<file path="config.mk">
export PLATFORM = sky130hd
export DESIGN_NAME = ows_cmp
export DESIGN_NICKNAME = d
export VERILOG_FILES = /design/src/rtl/core/ows_pkg.sv /design/src/rtl/core/ows_cmp.sv
export SDC_FILE = /design/constraint.sdc
export NUM_CORES = 1
export LEC_CHECK = 0
export BUFFER_PORTS_ARGS = -buffer_cell sky130_fd_sc_hd__buf_2
export CAP_MARGIN = 20
export CORE_MARGIN = 2
export CORE_UTILIZATION = 50
export DETAILED_ROUTE_END_ITERATION = 8
export PLACE_DENSITY = 0.92
export SLEW_MARGIN = 25
export SYNTH_ARGS = -nofsm -noshare
export SYNTH_HDL_FRONTEND = slang
export SYNTH_SLANG_ARGS = --single-unit
</file>
<file path="constraint.sdc">
create_clock -name vclk -period 2.5
set_input_delay 0 -clock vclk [all_inputs]
set_output_delay 0 -clock vclk [all_outputs]
set_load 0.01 [all_outputs]
</file>
<file path="src/rtl/core/ows_pkg.sv">
// shared types, field widths and codes of the overlap write scoreboard
package ows_pkg;

  localparam int SLOTS_DEF       = 32;
  localparam int OFFSET_BITS_DEF = 48;

  localparam int OFFSET_W = 48;
  localparam int SIZE_W   = 21;
  localparam int SLOT_W   = 5;
  localparam int COUNT_W  = 5;
  localparam int KIND_W   = 3;
  localparam int ERR_W    = 2;

  localparam logic [COUNT_W-1:0] COUNT_MAX = '1;
  localparam logic [COUNT_W-1:0] COUNT_ONE = COUNT_W'(1);

  localparam logic ACT_INSERT = 1'b0;
  localparam logic ACT_DELETE = 1'b1;

  localparam logic [KIND_W-1:0] KIND_INSERTED = 3'd0;
  localparam logic [KIND_W-1:0] KIND_MARKED   = 3'd1;
  localparam logic [KIND_W-1:0] KIND_RELEASED = 3'd2;
  localparam logic [KIND_W-1:0] KIND_DELETED  = 3'd3;
  localparam logic [KIND_W-1:0] KIND_ERROR    = 3'd4;

  localparam logic [ERR_W-1:0] ERR_FULL     = 2'd0;
  localparam logic [ERR_W-1:0] ERR_BAD_SLOT = 2'd1;
  localparam logic [ERR_W-1:0] ERR_BUSY     = 2'd2;

  typedef struct packed {
    logic                action;
    logic [OFFSET_W-1:0] write_offset;
    logic [SIZE_W-1:0]   write_size;
    logic [SLOT_W-1:0]   slot_id;
  } cmd_t;

  typedef struct packed {
    logic [KIND_W-1:0]  kind;
    logic [SLOT_W-1:0]  entry_slot;
    logic [COUNT_W-1:0] overlap_count;
    logic               was_overwritten;
    logic [ERR_W-1:0]   error_code;
    logic               last;
  } res_t;

  typedef struct packed {
    logic overlap;
    logic covered;
  } cmp_t;

  typedef enum logic [2:0] {
    S_IDLE,
    S_INS_SCAN,
    S_INS_DONE,
    S_DEL_CHK,
    S_DEL_SCAN,
    S_DEL_DONE,
    S_ERR
  } state_t;

endpackage

</file>
<file path="src/rtl/core/ows_cmp.sv">
// range compare of a stored entry against the reference write
module ows_cmp #(
  parameter int OFF_W = ows_pkg::OFFSET_BITS_DEF,
  parameter int END_W = ows_pkg::OFFSET_BITS_DEF + 1
) (
  input  logic [OFF_W-1:0] a_off,
  input  logic [END_W-1:0] a_lim,
  input  logic [OFF_W-1:0] b_off,
  input  logic [END_W-1:0] b_lim,
  output ows_pkg::cmp_t    result
);

  logic [END_W-1:0] a_off_x;
  logic [END_W-1:0] b_off_x;

  assign a_off_x = END_W'(a_off);
  assign b_off_x = END_W'(b_off);

  // half-open ranges, limits kept one bit wider so nothing wraps
  assign result.overlap = (a_off_x < b_lim) && (b_off_x < a_lim);
  assign result.covered = (b_off_x <= a_off_x) && (a_lim <= b_lim);

endmodule

</file>
# Yosys cells after proc, flatten, opt, wreduce, memory -nomap -nowiden
# Index checks and enable logic that the tools add are counted.
[classes]
order_cmp = 4
n_reduce_logical = 2
[op_table]
columns = ["operator", "count"]
rows = [
  ["48-bit by 49-bit less-than comparator with 1-bit output", 2],
  ["49-bit less-or-equal comparator", 1],
  ["48-bit less-or-equal comparator", 1],
  ["1-bit logical AND", 2],
]
[word_totals]
word_cells = 6
input_bits = 194
ff_bits = 0

# Logic depth before layout (Yosys ltp)
# Gate-level depths: netlist of run 1.
[logic_depth]
depth_word = 2
depth_mapped = 9

# Worst setup path before layout of run 1
# Ideal clock, no wire load.
[synth_path]
path_kind = "input to output"
start = "input port a_lim[6]"
end = "output port result[1] (netlist bit)"
arrival_ns = 1.619
path_stages = 8
path_slack_ns = 0.881
path_cell_list = "inv_1 > ha_1 > a21o_1 > a2111oi_0 > o21ai_1 > a221oi_2 > o21ai_1 > a211oi_1"
[synth_rtl]
columns = ["item", "line_no", "text"]
rows = [
  ["start, declared", "ows_cmp.sv:7", "input logic [END_W-1:0] a_lim,"],
  ["end, declared", "ows_cmp.sv:10", "output ows_pkg::cmp_t result"],
]

==> impl_metrics.py, run 1 <==
metrics = {
    "outcome": {
        "outcome": "completed",
    },
    "floorplan": {
        "rows": 35,
        "die_h_um": 100,
        "die-area_mm2": 0.0101,
        "num_io_pins": 196,
        "die_w_um": 100,
        "start_util_pct": 51.0,
        "core_area_mm2": 0.00911,
    },
    "worst_setup_path": {
        "worst_path_max_delay_cell": "a221oi_1",
        "crit_type": "input pin to output pin",
        "worstPathCellList": "buf_2 > inv_1 > ha_1 > a21o_1 > a21o_1 > a221oi_1 > o31ai_1 > a211oi_1 > o221ai_1 > a22oi_1 > buf_2",
        "endpoint_kind": "output pin",
        "start_kind": "input pin",
        "worstPathRequired_ps": 2500,
        "cp_max_fo": 2,
        "arrival_ps": 2170,
        "cpPeakStageDelay_ps": 320,
    },
    "pwr": {
        "seqPwrFrac_pct": 0,
        "power.internal_uw": 427,
        "leakagePower_nw": 3.72,
        "switching_power_uw": 483,
        "powerDensity_mw_per_mm2": 158,
        "irDropWorstVdd_mv": 0.0712,
        "p_comb_share_pct": 100.0,
        "clkPwrFrac_pct": 0,
        "swShare_pct": 53.1,
    },
    "synthesis": {
        "synth_top_area_share_pct": 51.5,
        "synth.largest_area_cell": "ha_1",
        "syn_inst": 625,
        "netlist_area_mm2": 0.00464,
        "avgSynthCellArea_um2": 7.43,
        "yosysWarnings": 0,
        "synth-seq-area-share_pct": 0,
        "synth_area_leaders": "ha_1 51%, inv_1 12%, a21oi_1 6.8%",
        "synth_cell_type_count": 42,
        "synth_nets": 1010,
    },
    "finish": {
        "drive_gt1_share_pct": 24.8,
        "num-fill-cells": 809,
        "nClkBuffers": 0,
        "final-seq-area_um2": 0,
        "antenna_cells": 0,
        "seq_cell_count": 0,
        "area_growth_pct": 24.3,
        "fin_util_pct": 63.4,
        "fin_nets": 1209,
        "final_cell_mix": "196 x buf_2, 191 x ha_1, 149 x inv_1",
        "final_common_cell": "buf_2",
        "multi_input_area_mm2": 0.00409,
    },
    "timing": {
        "rsz0062_at_grt": "false",
        "hold_violations": 0,
        "finalSetupViolCount": 0,
        "fin_crit_sh_pct": 86.8,
        "relSlewSlack_pct": 57.4,
        "tightest_slew_ps": 632,
        "final.setup.worst_slack_ps": 330,
        "max_freq_mhz": 461,
        "maxSlewViolCount": 0,
        "min_period_ps": 2170,
        "fin_setup_tns_ps": 0,
    },
    "clock_network": {
        "cts_hold_buf": 0,
        "post_cts_buffers": 0,
        "cts_resized": 0,
    },
    "hold_path": {
        "hold_class": "input pin to output pin",
        "holdPathStages": 6,
        "min_from": "b_off[16]",
        "whs_endpoint": "result[1]",
    },
    "route": {
        "routed_wirelength_mm": 13.7,
        "viasPerCell": 5.52,
        "vias": 5147,
        "drtAntennaViolNets": 0,
        "drc_errors": 0,
        "wl_per_cell_um": 14.6,
        "dr.pass1.iters": 4,
        "drtIter0Drc": 160,
    },
    "grt": {
        "grt_pass1_wl_mm": 22.1,
        "grt_pass1_vias": 5242,
        "grt_antenna_before_repair": 0,
        "grt_usage_pct": 26.3,
        "overflow": 0,
        "grt_max_degree": 4,
    },
    "placed_design": {
        "pre_cts_ws_ps": 285,
        "numPortBuffers": 196,
        "hpwl_mm": 13.0,
        "place_congestion": 0.914,
    },
    "run": {
        "cap_violations": 0,
    },
}
-- synth_stat cells, types with 3 or more instances --
| cell | n |
|---|---|
| o21ai_0 | 16 |
| nor2_1 | 20 |
| inv_1 | 149 |
| nand3_1 | 10 |
| a21o_1 | 33 |
| a2111oi_0 | 4 |
| nand2_1 | 36 |
| a221oi_1 | 5 |
| nor2b_1 | 5 |
| and4_1 | 4 |
| o21ai_1 | 8 |
| nor4_1 | 3 |
| nand4_1 | 30 |
| a21oi_1 | 63 |
| a211oi_1 | 8 |
| and3_1 | 3 |
| nor3_1 | 4 |
| ha_1 | 191 |
| o211ai_1 | 4 |
-- worst max-delay path by stage --
stage | cells after the start | from | to
3_3_place_gp | 10 | a_lim[23] | result[0]
5_1_grt | 11 | a_off[29] | result[0]
3_5_place_dp | 10 | a_lim[23] | result[0]
6_report | 11 | a_off[29] | result[0]
4_1_cts | 10 | a_lim[23] | result[0]
2_1_floorplan | 8 | a_lim[6] | result[1]
-- metal layers --
metal	vias to the layer above	routed length (um)	GRT usage (%)	part of all wire [%]
li1	2639	-	-	-
met5	-	0	0	0
met3	46	675	2.30	4.9
met4	0	503	8.96	3.7
met2	170	6590	49.2	48
met1	2292	5890	31.3	43
-- power groups by stage --
stage                     clock (mW)  combinational [mW]  sequential [mW]
final                              0               0.910                0
after global routing               0                1.04                0
after CTS                          0               0.905                0
after detailed placement           0               0.898                0
after global placement             0               0.862                0
after floorplan                    0               0.533                0
-- cell type report --
class,count,area share [%]
Inverter,149,9.69
Timing Repair Buffer,197,17.1
Tap cell,111,2.41
Multi-Input combinational cell,476,70.8
-- cells by family after synthesis --
group	count (synthesis)	share of synthesized area, %
adders and majority gates	191	51.5
AOI/OAI and AO/OA	155	20.9
and+or+nand+nor	130	15.6
buffers and inverters	149	12.0
-- critical path, delay by kind of cell --
kind,cells,cell delay [ps]
AO/OA/AOI/OAI,7,1510
adder cells (fa/ha/maj),1,310
buffers and inverters,3,340
-- through the flow --
stage | instances | hold slack (ps) | area [um2] | total power [mW]
2_1_floorplan | 625 | 297 | 4640 | 0.533
3_3_place_gp | 933 | 579 | 5770 | 0.862
3_5_place_dp | 933 | 593 | 5770 | 0.898
4_1_cts | 933 | 593 | 5770 | 0.905
5_1_grt | 933 | 621 | 5770 | 1.04
6_report | 933 | 601 | 5770 | 0.910
Note: power is estimated with default switching activity, not from simulation.
==> run 2, diff against run 1 <==
- clock period: 2.5 -> 2.1 ns (I/O delays scaled with it)
==> impl_metrics.py, run 2 (synthesis gave the netlist of run 1 again) <==
metrics = {
    "route": {
        "vias": 5162,
        "dr.pass1.iters": 4,
        "viasPerCell": 5.52,
        "wl_per_cell_um": 15.0,
        "drtIter0Drc": 158,
        "drc_errors": 0,
        "drtAntennaViolNets": 0,
        "routed_wirelength_mm": 14.0,
    },
    "run": {
        "cap_violations": 0,
    },
    "placed_design": {
        "dp.cells": 935,
        "place_congestion": 0.972,
        "hpwl_mm": 13.1,
        "numPortBuffers": 196,
        "postPlaceCellArea_mm2": 0.00579,
    },
    "clock_network": {
        "cts_hold_buf": 0,
        "post_cts_buffers": 0,
    },
    "timing": {
        "maxSlewViolCount": 0,
        "fin_crit_sh_pct": 96.0,
        "tightest_slew_ps": 563,
        "relSlewSlack_pct": 61.5,
        "max_freq_mhz": 496,
        "min_period_ps": 2020,
        "finalSetupViolCount": 0,
        "hold_violations": 0,
    },
    "grt": {
        "grt_usage_pct": 26.7,
        "grt_pass1_wl_mm": 22.4,
        "overflow": 0,
        "grt_antenna_before_repair": 0,
        "grt_pass1_vias": 5222,
        "grt_max_degree": 4,
    },
    "floorplan": {
        "num_io_pins": 196,
        "die_h_um": 100,
        "rows": 35,
        "core_area_mm2": 0.00911,
        "die-area_mm2": 0.0101,
        "die_w_um": 100,
        "start_util_pct": 51.0,
    },
    "finish": {
        "antenna_cells": 0,
        "area_growth_pct": 25.9,
        "fin_util_pct": 64.2,
        "fin_nets": 1211,
        "final_cell_mix": "196 x buf_2, 191 x ha_1, 149 x inv_1",
        "drive_gt1_share_pct": 25.8,
        "fin_cells": 935,
        "num-fill-cells": 805,
        "final_common_cell": "buf_2",
        "fin_area_mm2": 0.00585,
        "final-seq-area_um2": 0,
        "seq_cell_count": 0,
        "nClkBuffers": 0,
    },
    "hold_path": {
        "hold_class": "input pin to output pin",
    },
    "worst_setup_path": {
        "arrival_ps": 2020,
        "cp_max_fo": 2,
        "worstPathRequired_ps": 2100,
        "start_kind": "input pin",
        "crit_type": "input pin to output pin",
        "endpoint_kind": "output pin",
    },
    "pwr": {
        "irDropWorstVdd_mv": 0.0903,
        "leakagePower_nw": 3.76,
        "powerDensity_mw_per_mm2": 190,
    },
    "outcome": {
        "outcome": "completed",
    },
}
## run 2: layout make-up
cell class / count / area [um2] / share of cell area [%]
tap: 111 / 139 / 2.37
timing repair buffer: 199 / 1000 / 17.2
multi-input combinational: 476 / 4150 / 70.9
inverter: 149 / 559 / 9.56
## run 2: per-layer routing
metal	global-route usage [%]	routed length (um)	part of all wire (%)	vias up
met5	0	0	0	-
met4	7.59	427	3.0	0
met3	3.41	838	6.0	43
met2	50.8	6920	49	189
met1	30.9	5860	42	2291
li1	-	-	-	2639
## run 2: power by group
group	leakage (nW)	total, mW	internal, mW	switching [mW]
logic	3.76	1.11	0.519	0.594
registers	0	0	0	0
clock network	0	0	0	0
## run 2: per-stage QoR
stage	total power [mW]	hold slack, ps	setup WS [ps]	setup TNS, ps
CTS	1.08	578	61.6	0
floorplan	0.635	297	481	0
global placement	1.03	574	18.2	0
global route	1.27	623	-32.6	-32.6
detailed placement	1.07	576	-2.03	-2.03
finish	1.11	572	83.4	0
## run 2: repair_timing
item | in CTS | in global routing
pin swaps | 0 | 1
gates cloned | 0 | 0
resized for setup | 2 | 9
setup endpoints to repair | 2 | 2
## run 2: final timing paths
check	from	to	slack, ps	depth (start not counted)
worst max-delay path	a_lim[30]	result[1]	80	11
worst min-delay path	b_off[47]	result[0]	570	6
## run 2: critical path, cell delays in order
cell      delay (ps)
buf_2             90
inv_1             40
ha_1             310
a21oi_1          190
nor2b_1           60
o21ai_0          190
o31ai_1          130
o41ai_2          370
nand4_1          220
a211oi_1         240
buf_2            170
